$ cat src/hw/rtl/ssfp_pkg.sv
// ----------------------------------------------------------------------------
// ssfp_pkg
// Shared constants, types and the gap compare helper for the spectrum slot
// fit and place pipeline.
// ----------------------------------------------------------------------------
package ssfp_pkg;

	localparam int SLOT_COUNT    = 40;
	localparam int MASK_W        = 40;
	localparam int FIELD_W       = 6;
	localparam int CFG_W         = 6;
	localparam int THR_W         = CFG_W + 1;
	localparam int USEFUL_MARGIN = 5;
	localparam int CFG_RESET     = 40;
	localparam int FIT_W         = 2;

	localparam int RUN_W      = $clog2(SLOT_COUNT + 1);
	localparam int IDX_W      = $clog2(SLOT_COUNT);
	localparam int RUN_LVL    = $clog2(SLOT_COUNT);
	localparam int RUN_LVL_A  = RUN_LVL / 2;
	localparam int TREE_LVL_A = RUN_LVL / 2;
	localparam int TREE_N_B   = (SLOT_COUNT + (1 << TREE_LVL_A) - 1) >> TREE_LVL_A;
	localparam int TREE_LVL_B = $clog2(TREE_N_B);

	localparam int IN_BITS  = MASK_W + 2 * FIELD_W + 2;
	localparam int IN_W     = ((IN_BITS + 7) / 8) * 8;
	localparam int OUT_BITS = FIT_W + 1 + 2 * FIELD_W;
	localparam int OUT_W    = ((OUT_BITS + 7) / 8) * 8;

	localparam logic [FIT_W-1:0] FIT_IN_PLACE = 2'd0;
	localparam logic [FIT_W-1:0] FIT_MOVED    = 2'd1;
	localparam logic [FIT_W-1:0] FIT_NONE     = 2'd2;

	typedef struct packed {
		logic [MASK_W-1:0]  mask;
		logic [FIELD_W-1:0] left;
		logic [FIELD_W-1:0] right;
		logic               rev;
		logic               alr;
	} in_item_t;

	typedef struct packed {
		logic               ok;
		logic               inplace;
		logic               rev;
		logic               alr;
		logic [FIELD_W-1:0] left;
		logic [FIELD_W-1:0] right;
		logic [RUN_W-1:0]   w;
	} req_t;

	typedef struct packed {
		req_t                              req;
		logic [SLOT_COUNT-1:0]             st;
		logic [SLOT_COUNT-1:0][RUN_W-1:0]  gw;
	} scan_t;

	typedef struct packed {
		logic             vld;
		logic [RUN_W-1:0] pen;
		logic [IDX_W-1:0] idx;
		logic [RUN_W-1:0] gw;
	} node_t;

	typedef struct packed {
		logic [FIT_W-1:0]   fit;
		logic               rev;
		logic               alr;
		logic [FIELD_W-1:0] left;
		logic [FIELD_W-1:0] right;
		logic [RUN_W-1:0]   w;
	} sel_ctl_t;

	typedef struct packed {
		sel_ctl_t                   ctl;
		node_t [SLOT_COUNT-1:0]     node;
	} score_t;

	typedef struct packed {
		logic [FIT_W-1:0]   fit;
		logic               found;
		logic [FIELD_W-1:0] pl;
		logic [FIELD_W-1:0] pr;
	} res_t;

	// lo is the lower slot; hi wins a tie when searching downward
	function automatic node_t pick_node(node_t lo, node_t hi, logic rev);
		node_t r;
		r = lo;
		if (!lo.vld) begin
			r = hi;
		end else if (hi.vld && ((rev && hi.pen <= lo.pen) || (!rev && hi.pen < lo.pen))) begin
			r = hi;
		end
		return r;
	endfunction

endpackage

$ cat src/hw/rtl/ssfp_gap_scan.sv
// ----------------------------------------------------------------------------
// ssfp_gap_scan
// Request decode, in-place check and free run lengths by doubling, two stages.
// ----------------------------------------------------------------------------
module ssfp_gap_scan import ssfp_pkg::*; (
	input  logic     clk,
	input  logic     arst_n,
	input  logic     in_valid,
	output logic     in_ready,
	input  in_item_t in_data,
	output logic     out_valid,
	input  logic     out_ready,
	output scan_t    out_data
);

	logic                             vld_s1, vld_s2;
	logic                             en_s1, en_s2;
	req_t                             req_c, req_s1, req_s2;
	logic [SLOT_COUNT-1:0]            free_c, st_c, st_s1, st_s2;
	logic [SLOT_COUNT-1:0][RUN_W-1:0] run_a_c, run_s1, run_b_c, gw_s2;

	assign en_s2    = !vld_s2 || out_ready;
	assign en_s1    = !vld_s1 || en_s2;
	assign in_ready = en_s1;

	// decode and first run length levels
	always_comb begin
		logic                             busy_in;
		logic [SLOT_COUNT-1:0][RUN_W-1:0] nb;
		free_c  = ~SLOT_COUNT'(in_data.mask);
		st_c    = free_c & ~{free_c[SLOT_COUNT-2:0], 1'b0};
		busy_in = 1'b0;
		for (int i = 0; i < SLOT_COUNT; i++) begin
			if (RUN_W'(in_data.left) <= RUN_W'(i + 1) && RUN_W'(in_data.right) >= RUN_W'(i + 1)
					&& !free_c[i]) begin
				busy_in = 1'b1;
			end
		end
		req_c.ok      = (in_data.left != '0) && (in_data.right >= in_data.left)
			&& (RUN_W'(in_data.right) <= RUN_W'(SLOT_COUNT));
		req_c.inplace = !busy_in;
		req_c.rev     = in_data.rev;
		req_c.alr     = in_data.alr;
		req_c.left    = in_data.left;
		req_c.right   = in_data.right;
		req_c.w       = RUN_W'(in_data.right) - RUN_W'(in_data.left) + RUN_W'(1);
		for (int i = 0; i < SLOT_COUNT; i++) begin
			run_a_c[i] = RUN_W'(free_c[i]);
		end
		for (int k = 0; k < RUN_LVL_A; k++) begin
			nb = run_a_c >> (RUN_W * (1 << k));
			for (int i = 0; i < SLOT_COUNT; i++) begin
				if (run_a_c[i] == RUN_W'(1 << k)) begin
					run_a_c[i] = RUN_W'(1 << k) + nb[i];
				end
			end
		end
	end

	// remaining run length levels
	always_comb begin
		logic [SLOT_COUNT-1:0][RUN_W-1:0] nb;
		run_b_c = run_s1;
		for (int k = RUN_LVL_A; k < RUN_LVL; k++) begin
			nb = run_b_c >> (RUN_W * (1 << k));
			for (int i = 0; i < SLOT_COUNT; i++) begin
				if (run_b_c[i] == RUN_W'(1 << k)) begin
					run_b_c[i] = RUN_W'(1 << k) + nb[i];
				end
			end
		end
	end

	always_ff @(posedge clk or negedge arst_n) begin
		if (!arst_n) begin
			vld_s1 <= 1'b0;
			vld_s2 <= 1'b0;
		end else begin
			if (en_s1) begin
				vld_s1 <= in_valid;
			end
			if (en_s2) begin
				vld_s2 <= vld_s1;
			end
		end
	end

	always_ff @(posedge clk) begin
		if (en_s1 && in_valid) begin
			req_s1 <= req_c;
			st_s1  <= st_c;
			run_s1 <= run_a_c;
		end
		if (en_s2 && vld_s1) begin
			req_s2 <= req_s1;
			st_s2  <= st_s1;
			gw_s2  <= run_b_c;
		end
	end

	assign out_valid    = vld_s2;
	assign out_data.req = req_s2;
	assign out_data.st  = st_s2;
	assign out_data.gw  = gw_s2;

endmodule

$ cat src/hw/rtl/ssfp_score.sv
// ----------------------------------------------------------------------------
// ssfp_score
// Per gap candidate flag, usefulness penalty and fit classification.
// ----------------------------------------------------------------------------
module ssfp_score import ssfp_pkg::*; (
	input  logic             clk,
	input  logic             arst_n,
	input  logic [CFG_W-1:0] min_width,
	input  logic             in_valid,
	output logic             in_ready,
	input  scan_t            in_data,
	output logic             out_valid,
	input  logic             out_ready,
	output score_t           out_data
);

	logic             vld_s3;
	logic             en_s3;
	logic [THR_W-1:0] thr;
	score_t           score_c, score_s3;

	assign en_s3    = !vld_s3 || out_ready;
	assign in_ready = en_s3;
	assign thr      = THR_W'(min_width) + THR_W'(USEFUL_MARGIN);

	always_comb begin
		logic             any;
		logic [RUN_W-1:0] sur;
		logic             big;
		any = 1'b0;
		for (int i = 0; i < SLOT_COUNT; i++) begin
			sur = in_data.gw[i] - in_data.req.w;
			big = in_data.gw[i] > thr;
			score_c.node[i].vld = in_data.req.ok && in_data.st[i]
				&& (in_data.gw[i] >= in_data.req.w);
			score_c.node[i].idx = IDX_W'(i);
			score_c.node[i].gw  = in_data.gw[i];
			if (!big) begin
				score_c.node[i].pen = '0;
			end else if (sur > thr) begin
				score_c.node[i].pen = in_data.req.w;
			end else begin
				score_c.node[i].pen = in_data.gw[i];
			end
			any = any | score_c.node[i].vld;
		end
		priority if (!in_data.req.ok) begin
			score_c.ctl.fit = FIT_NONE;
		end else if (in_data.req.inplace) begin
			score_c.ctl.fit = FIT_IN_PLACE;
		end else if (any) begin
			score_c.ctl.fit = FIT_MOVED;
		end else begin
			score_c.ctl.fit = FIT_NONE;
		end
		score_c.ctl.rev   = in_data.req.rev;
		score_c.ctl.alr   = in_data.req.alr;
		score_c.ctl.left  = in_data.req.left;
		score_c.ctl.right = in_data.req.right;
		score_c.ctl.w     = in_data.req.w;
	end

	always_ff @(posedge clk or negedge arst_n) begin
		if (!arst_n) begin
			vld_s3 <= 1'b0;
		end else if (en_s3) begin
			vld_s3 <= in_valid;
		end
	end

	always_ff @(posedge clk) begin
		if (en_s3 && in_valid) begin
			score_s3 <= score_c;
		end
	end

	assign out_valid = vld_s3;
	assign out_data  = score_s3;

endmodule

$ cat src/hw/rtl/ssfp_select.sv
// ----------------------------------------------------------------------------
// ssfp_select
// Registered best gap tree in two stages and final range placement.
// ----------------------------------------------------------------------------
module ssfp_select import ssfp_pkg::*; (
	input  logic   clk,
	input  logic   arst_n,
	input  logic   in_valid,
	output logic   in_ready,
	input  score_t in_data,
	output logic   out_valid,
	input  logic   out_ready,
	output res_t   out_data
);

	logic                     vld_s4, vld_s5, vld_s6;
	logic                     en_s4, en_s5, en_s6;
	sel_ctl_t                 ctl_s4, ctl_s5;
	node_t [TREE_N_B-1:0]     node_c, node_s4;
	node_t                    root_c, root_s5;
	res_t                     res_c, res_s6;

	assign en_s6    = !vld_s6 || out_ready;
	assign en_s5    = !vld_s5 || en_s6;
	assign en_s4    = !vld_s4 || en_s5;
	assign in_ready = en_s4;

	// first tree levels
	always_comb begin
		node_t [SLOT_COUNT:0] cur;
		cur = '0;
		for (int i = 0; i < SLOT_COUNT; i++) begin
			cur[i] = in_data.node[i];
		end
		for (int lv = 0; lv < TREE_LVL_A; lv++) begin
			for (int p = 0; p < (SLOT_COUNT + 1) / 2; p++) begin
				if (2 * p + 1 < ((SLOT_COUNT + (1 << lv) - 1) >> lv)) begin
					cur[p] = pick_node(cur[2 * p], cur[2 * p + 1], in_data.ctl.rev);
				end else if (2 * p < ((SLOT_COUNT + (1 << lv) - 1) >> lv)) begin
					cur[p] = cur[2 * p];
				end else begin
					cur[p] = '0;
				end
			end
		end
		for (int i = 0; i < TREE_N_B; i++) begin
			node_c[i] = cur[i];
		end
	end

	// remaining tree levels
	always_comb begin
		node_t [TREE_N_B:0] cur;
		cur = '0;
		for (int i = 0; i < TREE_N_B; i++) begin
			cur[i] = node_s4[i];
		end
		for (int lv = 0; lv < TREE_LVL_B; lv++) begin
			for (int p = 0; p < (TREE_N_B + 1) / 2; p++) begin
				if (2 * p + 1 < ((TREE_N_B + (1 << lv) - 1) >> lv)) begin
					cur[p] = pick_node(cur[2 * p], cur[2 * p + 1], ctl_s4.rev);
				end else if (2 * p < ((TREE_N_B + (1 << lv) - 1) >> lv)) begin
					cur[p] = cur[2 * p];
				end else begin
					cur[p] = '0;
				end
			end
		end
		root_c = cur[0];
	end

	// place the range inside the chosen gap
	always_comb begin
		logic [RUN_W-1:0] end1;
		end1         = RUN_W'(root_s5.idx) + root_s5.gw;
		res_c.fit    = ctl_s5.fit;
		res_c.found  = root_s5.vld;
		if (!root_s5.vld) begin
			res_c.pl = ctl_s5.left;
			res_c.pr = ctl_s5.right;
		end else if (ctl_s5.alr) begin
			res_c.pr = FIELD_W'(end1);
			res_c.pl = FIELD_W'(end1 - ctl_s5.w + RUN_W'(1));
		end else begin
			res_c.pl = FIELD_W'(RUN_W'(root_s5.idx) + RUN_W'(1));
			res_c.pr = FIELD_W'(RUN_W'(root_s5.idx) + ctl_s5.w);
		end
	end

	always_ff @(posedge clk or negedge arst_n) begin
		if (!arst_n) begin
			vld_s4 <= 1'b0;
			vld_s5 <= 1'b0;
			vld_s6 <= 1'b0;
		end else begin
			if (en_s4) begin
				vld_s4 <= in_valid;
			end
			if (en_s5) begin
				vld_s5 <= vld_s4;
			end
			if (en_s6) begin
				vld_s6 <= vld_s5;
			end
		end
	end

	always_ff @(posedge clk) begin
		if (en_s4 && in_valid) begin
			ctl_s4  <= in_data.ctl;
			node_s4 <= node_c;
		end
		if (en_s5 && vld_s4) begin
			ctl_s5  <= ctl_s4;
			root_s5 <= root_c;
		end
		if (en_s6 && vld_s5) begin
			res_s6 <= res_c;
		end
	end

	assign out_valid = vld_s6;
	assign out_data  = res_s6;

	assert property (@(posedge clk) disable iff (!arst_n)
		vld_s6 && res_s6.fit == FIT_MOVED |-> res_s6.found)
		else $error("moved request without a chosen gap");

	assert property (@(posedge clk) disable iff (!arst_n)
		vld_s6 && res_s6.fit == FIT_NONE |-> !res_s6.found)
		else $error("gap chosen for a request that cannot fit");

	assert property (@(posedge clk) disable iff (!arst_n)
		vld_s6 && res_s6.found |-> res_s6.pr >= res_s6.pl && res_s6.pl != '0)
		else $error("placed range out of order");

endmodule

$ cat src/hw/rtl/spectrum_slot_fit_and_place.sv
// ----------------------------------------------------------------------------
// spectrum_slot_fit_and_place
// Contiguous spectrum slot best fit: classifies a requested slot range against
// a link occupancy mask and places it into the best free gap.
//
// Input stream s_axis carries one request per transaction: occupancy mask,
// requested range and the search direction and alignment bits. Output stream
// m_axis returns one result per request: fit code, gap found flag and the
// placed range. cfg writes the minimum request width that sets the useful
// gap threshold; write it only while no request is in flight.
// Each request passes through six pipeline stages
// (decode and run lengths, run lengths, scoring, two gap tree stages, placing).
// A new request is taken every cycle unless m_axis stalls with all stages full.
// Each stage holds its item while the stage ahead is full, so a stall on m_axis
// backs up stage by stage and s_axis_tready drops only once all six stages hold a result.
// Reset empties the pipeline and sets the minimum request width to 40.
// ----------------------------------------------------------------------------
module spectrum_slot_fit_and_place import ssfp_pkg::*; (
	input  logic             clk,
	input  logic             arst_n,
	input  logic             s_axis_tvalid,
	output logic             s_axis_tready,
	input  logic [IN_W-1:0]  s_axis_tdata,  // occupancy_mask, range_left, range_right,
	                                        // reverse_order, align_right, zero pad
	output logic             m_axis_tvalid,
	input  logic             m_axis_tready,
	output logic [OUT_W-1:0] m_axis_tdata,  // fit_code, gap_found, placed_left,
	                                        // placed_right, zero pad
	input  logic             cfg_valid,
	output logic             cfg_ready,
	input  logic [CFG_W-1:0] cfg_data
);

	logic [CFG_W-1:0] min_width_q;
	in_item_t         in_item;
	logic             scan_valid, scan_ready;
	scan_t            scan_data;
	logic             score_valid, score_ready;
	score_t           score_data;
	res_t             res;

	assign cfg_ready = 1'b1;

	always_ff @(posedge clk or negedge arst_n) begin
		if (!arst_n) begin
			min_width_q <= CFG_W'(CFG_RESET);
		end else if (cfg_valid) begin
			min_width_q <= cfg_data;
		end
	end

	assign in_item.mask  = s_axis_tdata[MASK_W-1:0];
	assign in_item.left  = s_axis_tdata[MASK_W +: FIELD_W];
	assign in_item.right = s_axis_tdata[MASK_W + FIELD_W +: FIELD_W];
	assign in_item.rev   = s_axis_tdata[MASK_W + 2 * FIELD_W];
	assign in_item.alr   = s_axis_tdata[MASK_W + 2 * FIELD_W + 1];

	ssfp_gap_scan u_scan (
		.clk       (clk),
		.arst_n    (arst_n),
		.in_valid  (s_axis_tvalid),
		.in_ready  (s_axis_tready),
		.in_data   (in_item),
		.out_valid (scan_valid),
		.out_ready (scan_ready),
		.out_data  (scan_data)
	);

	ssfp_score u_score (
		.clk       (clk),
		.arst_n    (arst_n),
		.min_width (min_width_q),
		.in_valid  (scan_valid),
		.in_ready  (scan_ready),
		.in_data   (scan_data),
		.out_valid (score_valid),
		.out_ready (score_ready),
		.out_data  (score_data)
	);

	ssfp_select u_select (
		.clk       (clk),
		.arst_n    (arst_n),
		.in_valid  (score_valid),
		.in_ready  (score_ready),
		.in_data   (score_data),
		.out_valid (m_axis_tvalid),
		.out_ready (m_axis_tready),
		.out_data  (res)
	);

	assign m_axis_tdata = OUT_W'({res.pr, res.pl, res.found, res.fit});

	assert property (@(posedge clk) disable iff (!arst_n)
		!s_axis_tready |-> m_axis_tvalid)
		else $error("input stalled while the output holds no result");

endmodule

$ cat config.mk
export PLATFORM = sky130hd
export DESIGN_NAME = spectrum_slot_fit_and_place
export DESIGN_NICKNAME = d
export VERILOG_FILES = /design/src/hw/rtl/ssfp_pkg.sv /design/src/hw/rtl/ssfp_gap_scan.sv /design/src/hw/rtl/ssfp_score.sv /design/src/hw/rtl/ssfp_select.sv /design/src/hw/rtl/spectrum_slot_fit_and_place.sv
export SDC_FILE = /design/constraint.sdc
export NUM_CORES = 2
export LEC_CHECK = 0
export BUFFER_PORTS_ARGS = -buffer_cell sky130_fd_sc_hd__buf_2
export CAP_MARGIN = 15
export CORE_MARGIN = 2
export CORE_UTILIZATION = 45
export DETAILED_ROUTE_END_ITERATION = 10
export GPL_TIMING_DRIVEN = 1
export HOLD_SLACK_MARGIN = 0.05
export PLACE_DENSITY = 0.71
export SKIP_LAST_GASP = 1
export SLEW_MARGIN = 20
export SYNTH_ARGS = -nofsm -noshare
export SYNTH_HDL_FRONTEND = slang
export SYNTH_SLANG_ARGS = --single-unit
export TNS_END_PERCENT = 10
$ cat constraint.sdc
create_clock -name clk -period 13.9 [get_ports clk]
set_input_delay 1.39 -clock clk [delete_from_list [all_inputs] [get_ports clk]]
set_output_delay 1.39 -clock clk [all_outputs]
set_load 0.03 [all_outputs]
### After elaboration in Yosys (flattened, before gate mapping)

Index checks and enable logic that the tools add are counted.

| cells by class | value |
|---|---|
| add/sub/neg operators | 225 |
| order comparisons | 280 |
| equality and inequality tests | 200 |
| mux-type cells | 366 |
| bitwise gates (word level) | 43 |
| reductions and logical operators | 381 |

Operators with widths:

| cell | number |
|---|---|
| 19-bit 2-to-1 mux | 78 |
| 6-bit 2-to-1 mux | 243 |
| 6-bit by 7-bit > comparator with 1-bit output | 80 |
| 1-bit logical AND | 285 |
| 6-bit subtractor | 42 |
| 6-bit >= comparator | 41 |
| 6-bit by 3-bit equality test with 1-bit output, second input constant | 40 |
| 6-bit by 4-bit equality test with 1-bit output, second input constant | 40 |
| 6-bit by 5-bit equality test with 1-bit output, second input constant | 40 |
| 6-bit equality test, second input constant | 40 |
| 6-bit by 2-bit equality test with 1-bit output, second input constant | 39 |
| 6-bit <= comparator | 39 |
| 6-bit less-than comparator | 39 |
| 2-bit by 6-bit adder with 6-bit output, first input constant | 37 |
| 3-bit by 6-bit adder with 6-bit output, first input constant | 36 |
| 4-bit by 6-bit adder with 6-bit output, first input constant | 32 |
| 5-bit by 6-bit adder with 6-bit output, first input constant | 24 |
| 6-bit by 5-bit >= comparator with 1-bit output, second input constant | 16 |
| 6-bit by 5-bit <= comparator with 1-bit output, second input constant | 16 |
| 40-bit NOT | 2 |
| 1-bit by 1-bit adder with 2-bit output, first input constant | 39 |
| 6-bit <= comparator, second input constant | 10 |
| 6-bit >= comparator, second input constant | 9 |
| 1-bit zero test | 49 |
| other kinds (23) | 179 |

| storage, ports and cells | value |
|---|---|
| bits in registers | 1324 |
| bits of input ports | 67 |
| output and inout port bits | 19 |
| logic and storage cells | 1763 |

### Logic depth before layout (Yosys ltp)

| depth | value |
|---|---|
| word-level depth | 44 |
| mapped depth | 28 |
| mapped depth without buffers | 24 |

### Hierarchy

From an unflattened synthesis, not the netlist that was laid out.

| unflattened totals | value |
|---|---|
| cells, all modules | 7244 |
| area, all modules | 81451.9 µm² |

By module, submodules not included:

| module | instances | cells an instance | area an instance (µm²) |
|---|---|---|---|
| ssfp_score | 1 | 3567 | 40980.6 |
| ssfp_select | 1 | 2092 | 20166.8 |
| ssfp_gap_scan | 1 | 1568 | 20028.0 |
| spectrum_slot_fit_and_place | 1 | 17 | 276.5 |

### Worst setup path after synthesis

Ideal clock, no wire load.

| timing path | value |
|---|---|
| path kind | input-to-reg |
| start | input port m_axis_tready |
| end | register u_score.score_s3 (netlist bit u_score.out_data[0]) (enable) |
| setup time | 0.911 ns |
| data arrival time | 12.522 ns |
| data required time | 12.989 ns |
| setup slack | 0.467 ns |
| cell stages on the path | 3 |
| buffers on the path | 0 |
| cell sequence | nor2b_1 > nand4_1 > and2_1 |

| on the way | value |
|---|---|
| word-level cells in the longest chain between the ends | 5 |

RTL lines:

| item | RTL line | RTL |
|---|---|---|
| start, declared | spectrum_slot_fit_and_place.sv:26 | `input logic m_axis_tready,` |
| 1-bit logical OR | ssfp_select.sv:23 | `assign en_s6 = !vld_s6 \|\| out_ready;` |
| 1-bit logical OR | ssfp_select.sv:24 | `assign en_s5 = !vld_s5 \|\| en_s6;` |
| 1-bit logical OR | ssfp_select.sv:25 | `assign en_s4 = !vld_s4 \|\| en_s5;` |
| 1-bit logical OR | ssfp_score.sv:22 | `assign en_s3 = !vld_s3 \|\| out_ready;` |
| 1-bit logical AND | ssfp_score.sv:72 | `if (en_s3 && in_valid) begin` |
| end signal, assigned | ssfp_score.sv:73 | `score_s3 <= score_c;` |
| end, declared | ssfp_score.sv:20 | `score_t score_c, score_s3;` |

Every way passes these cells.
A chain may end at the register's enable or synchronous reset.

==> results by group <==
Status
  – Run status: completed

Floorplan
  – Site row count: 145
  – Die footprint: 161000 µm²
  – Starting Density: 0.454
  – Vertical die dimension: 401 µm
  – Top-level I/O count: 86
  – Core Box Area: 156000 µm²
  – Horiz. Die Dim: 401 µm

Hold path
  – Endpoint of the worst hold path: u_scan.out_data[285]$_DFFE_PP_
  – Min-Delay Startpoint: u_scan.req_s1[5]$_DFFE_PP_
  – Min-Delay Path Depth: 0
  – Worst hold-check path type: flip-flop to flip-flop

Critical path
  – Length in cells of the worst reg-to-reg path: 19
  – Worst-path cell chain: ha_1 > nand4_1 > o21bai_1 > a41oi_2 > buf_4 > mux2i_1 > ha_1 > and4_1 > nand4_1 > inv_1 > o31ai_2 > o21ai_0 > ha_1 > a21o_1 > a21oi_1 > a21oi_1 > o21ai_1 > nor2_1 > a221o_1
  – Arr. time, crit path: 7.41 ns
  – Type of element capturing the critical path: flip-flop
  – Critical path start-end classification: flip-flop to flip-flop
  – Worst stage delay on the critical path: 0.81 ns
  – Slowest library cell on the worst path: sky130_fd_sc_hd__o31ai_2
  – Maximum net fanout on the critical path: 16
  – Type of element launching the critical path: flip-flop
  – Crit Reg-Reg Startpoint: u_select.node_s4[34]$_DFFE_PP_
  – Required time reported for the critical path endpoint: 14.38 ns
  – Launch point of the worst path: u_select.node_s4[34]$_DFFE_PP_
  – Reg-to-Reg End: u_select.root_s5[7]$_DFFE_PP_
  – Worst path most repeated cell: sky130_fd_sc_hd__ha_1
  – Setup slack of the worst register-to-register path: 6.96 ns

CTS
  – Later-pin clock latency in the skew report: 0.78 ns
  – Clock buffers created by TritonCTS: 114
  – Count of hold-fix buffers inserted at cts: 0
  – Cell at the root of the clock tree: sky130_fd_sc_hd__clkbuf_16
  – Number of H-tree levels: 3
  – CTS tree: yes
  – Post-cts repair resize count: 0
  – Total clock sinks: 1100
  – Clock Path Buffers: 3
  – Clock transition at the register clock pins on the worst setup and hold paths after CTS: 0.06 ns
  – Setup bufs post-CTS: 0

Global routing
  – Largest net degree at the start of global routing: 87
  – Wire length of the first global-routing pass: 320 mm
  – Via count of the first global-routing pass: 50513
  – GRT Residual Overflow: 0
  – Global routing usage summed across all routing layers: 0.266
  – Number of antenna violations at the first check in global routing: 25

Timing
  – Final setup violation count: 0
  – Total negative slack: 0 ns
  – Worst Skew: 0.0435 ns
  – Number of max-slew violations in the final report: 0
  – Worst-margin pin slew: 1.11 ns
  – Final-report hold violation count: 0
  – Final critical delay including setup and external delays: 6.94 ns
  – Worst hold slack across all endpoints: 0.410 ns
  – Share of the cycle needed by the critical path after routing: 0.499
  – Relative slew slack: 0.263
  – RSZ-0062 raised after global routing: false
  – Achievable frequency: 0.144 GHz

Yosys
  – Async set-or-reset flop fraction in the synthesized netlist: 0.0109
  – Yosys warning count: 0
  – Sequential cell area fraction in the yosys report: 0.464
  – Seq cells post-synth: 1100
  – Post-synthesis instance total: 6271
  – Post-synth top flop: sky130_fd_sc_hd__edfxtp_1
  – Synthesized netlist net count: 7257
  – Mapped Area: 71000 µm²
  – Number of synthesized flops with an enable pin: 1088
  – Synth unique cells: 90
  – Avg Inst Size Synth: 11.3 µm²

Place
  – Area of placed instances: 73900 µm²
  – PortBufs: 81
  – Placed wire-length estimate: 162 mm
  – Gp weighted congestion: 1.00

Power
  – Power density over the cells: 189 nW/µm²
  – Static Leakage: 0.0322 µW
  – Peak supply drop: 0.201 mV
  – Overall power of the completed layout: 14700 µW

Routing
  – Detailed Route Iter0 Violations: 5958
  – Number of DRC violations after detailed routing: 0
  – Routed WL per cell: 25.7 µm
  – Number of routed nets with antenna violations: 0
  – Final Routed Wirelength: 219 mm
  – Total via count after detailed routing: 52260
  – Via-per-instance ratio: 6.13
  – Number of search-and-repair iterations in the first detailed-routing pass: 6

Final layout
  – Number of nets in the final layout: 7348
  – Area overhead of the layout relative to synthesis: 9.32%
  – Fill cell instance count of the final layout: 13693
  – Finished Cell Area: 77600 µm²
  – Share of cells above drive strength 1: 0.0768

Run
  – Count of max-cap constraint violations: 0
[critical path, delay by kind of cell (launching register included)]
family | cells | cell delay [ns]
AO/OA/AOI/OAI | 9 | 3.33
adder cells (fa/ha/maj) | 3 | 1.08
buffers and inverters | 2 | 0.41
flip-flops | 1 | 0.41
multiplexers | 1 | 0.67
AND/OR/NAND/NOR | 4 | 0.72
[kinds of logic after synthesis]
| family | Yosys count | synth area share |
|---|---|---|
| buffers and inverters | 676 | 0.0374 |
| XOR/XNOR | 183 | 0.0226 |
| AO/OA/AOI/OAI | 1438 | 0.134 |
| other | 2 | 0.000106 |
| AND/OR/NAND/NOR | 1432 | 0.101 |
| adder cells (fa/ha/maj) | 923 | 0.167 |
| multiplexers | 517 | 0.0743 |
| flip-flops | 1100 | 0.464 |
[Yosys cell counts, drive strengths merged, types with 14 or more instances]
library cell,count,area [µm²]
nor3,30,160
o21bai,110,826
nor2b,206,1290
a21oi,419,2190
nor2,468,1760
nand3,94,470
a211oi,19,158
nand2b,32,200
a31oi,29,181
a31o,17,149
edfxtp,1088,32700
mux2i,437,4370
nand2,273,1030
o31ai,14,115
nand4,109,682
inv,502,1880
a221o,17,170
buf,55,322
and2,53,332
fa,45,901
clkbuf,114,428
xnor2,116,1020
and3,61,382
o21a,141,1060
a21o,171,1280
ha,874,10900
o21ai,255,1280
o211ai,40,300
and4,19,166
o22ai,37,231
mux2,80,901
o221ai,30,282
nor4,25,178
a41oi,16,155
xor2,67,587
a21boi,30,229
[through the flow]
| step | setup slack [ns] | utilization | cells |
|---|---|---|---|
| after detailed placement | 6.70 | 0.472 | 8304 |
| after global routing | 6.71 | 0.496 | 8519 |
| after floorplan | 0.467 | - | 6271 |
| final | 6.96 | 0.496 | 8524 |
| after CTS | 6.68 | 0.496 | 8518 |
| after global placement | 6.84 | 0.472 | 8304 |
[area by class of cell]
cell class | count | area (µm²) | area share
diodes | 6 | 15.0 | 0.000193
clock buffers | 133 | 2950 | 0.0379
clock inverters | 81 | 768 | 0.00990
inverters | 507 | 1910 | 0.0246
multi-input cells | 4495 | 35500 | 0.458
flip-flops and latches | 1100 | 33000 | 0.425
well taps | 2058 | 2570 | 0.0332
repair buffers | 144 | 907 | 0.0117
[where the power goes]
group | internal (µW) | switching, µW | leakage [µW]
combinational | 2650 | 3920 | 0.0194
clock | 1710 | 1370 | 0.00178
sequential | 4540 | 481 | 0.0110
total | 8900 | 5770 | 0.0322
[registers in the layout, indices dropped and copies added (netlist names), 21 cells and up]
register	cells
u_select.node_s4	76
u_select.ctl_s4	22
u_select.ctl_s5	21
u_scan.req_s1	22
u_scan.st_s2	40
u_scan.st_s1	40
u_scan.out_data	205
u_score.out_data	485
u_scan.run_s1	149
[layout by cell type, fill, tap and decap left out, types with 18 or more instances in the layout]
master	synthesis	final
sky130_fd_sc_hd__o21bai_1	110	110
sky130_fd_sc_hd__mux2i_1	437	437
sky130_fd_sc_hd__mux2_2	80	80
sky130_fd_sc_hd__ha_1	874	874
sky130_fd_sc_hd__nand3_1	94	94
sky130_fd_sc_hd__a31oi_1	29	28
sky130_fd_sc_hd__xnor2_1	116	116
sky130_fd_sc_hd__xor2_1	67	64
sky130_fd_sc_hd__inv_1	500	495
sky130_fd_sc_hd__nand2_1	272	272
sky130_fd_sc_hd__nor2b_1	206	204
sky130_fd_sc_hd__o21ai_0	254	253
sky130_fd_sc_hd__clkbuf_1	114	18
sky130_fd_sc_hd__o221ai_1	27	27
sky130_fd_sc_hd__edfxtp_1	1088	1088
sky130_fd_sc_hd__nor3_1	28	28
sky130_fd_sc_hd__nor4_1	23	23
sky130_fd_sc_hd__nor2_1	467	465
sky130_fd_sc_hd__nand2b_1	32	32
sky130_fd_sc_hd__o21a_1	141	141
sky130_fd_sc_hd__a21boi_0	29	28
sky130_fd_sc_hd__nand4_1	109	109
sky130_fd_sc_hd__and3_1	61	61
sky130_fd_sc_hd__a21o_1	171	171
sky130_fd_sc_hd__clkbuf_16	0	115
sky130_fd_sc_hd__and2_1	52	49
sky130_fd_sc_hd__and4_1	19	19
sky130_fd_sc_hd__o211ai_1	40	40
sky130_fd_sc_hd__clkinv_2	0	20
sky130_fd_sc_hd__a21oi_2	25	25
sky130_fd_sc_hd__fa_1	45	45
sky130_fd_sc_hd__buf_4	15	60
sky130_fd_sc_hd__clkinv_1	5	30
sky130_fd_sc_hd__o22ai_1	37	37
sky130_fd_sc_hd__a21oi_1	394	394
sky130_fd_sc_hd__buf_2	35	81
[worst max path at each step]
stage | slack, ns | endpoint
after floorplan | 0.47 | u_score.out_data[0]$_DFFE_PP_
after detailed placement | 6.70 | u_select.root_s5[2]$_DFFE_PP_
after global routing | 6.71 | u_select.root_s5[2]$_DFFE_PP_
final | 6.96 | u_select.root_s5[7]$_DFFE_PP_
after global placement | 6.84 | u_select.root_s5[7]$_DFFE_PP_
after CTS | 6.68 | u_select.root_s5[2]$_DFFE_PP_
[layer usage]
| metal | vias up | global-route usage | wire length (µm) |
|---|---|---|---|
| met5 | - | 0 | 121 |
| met4 | 18 | 0.131 | 11900 |
| met3 | 588 | 0.0550 | 22700 |
| met2 | 2603 | 0.405 | 95200 |
| met1 | 25460 | 0.361 | 89500 |
| li1 | 23591 | - | - |
Power figures use the tool's default switching activity.
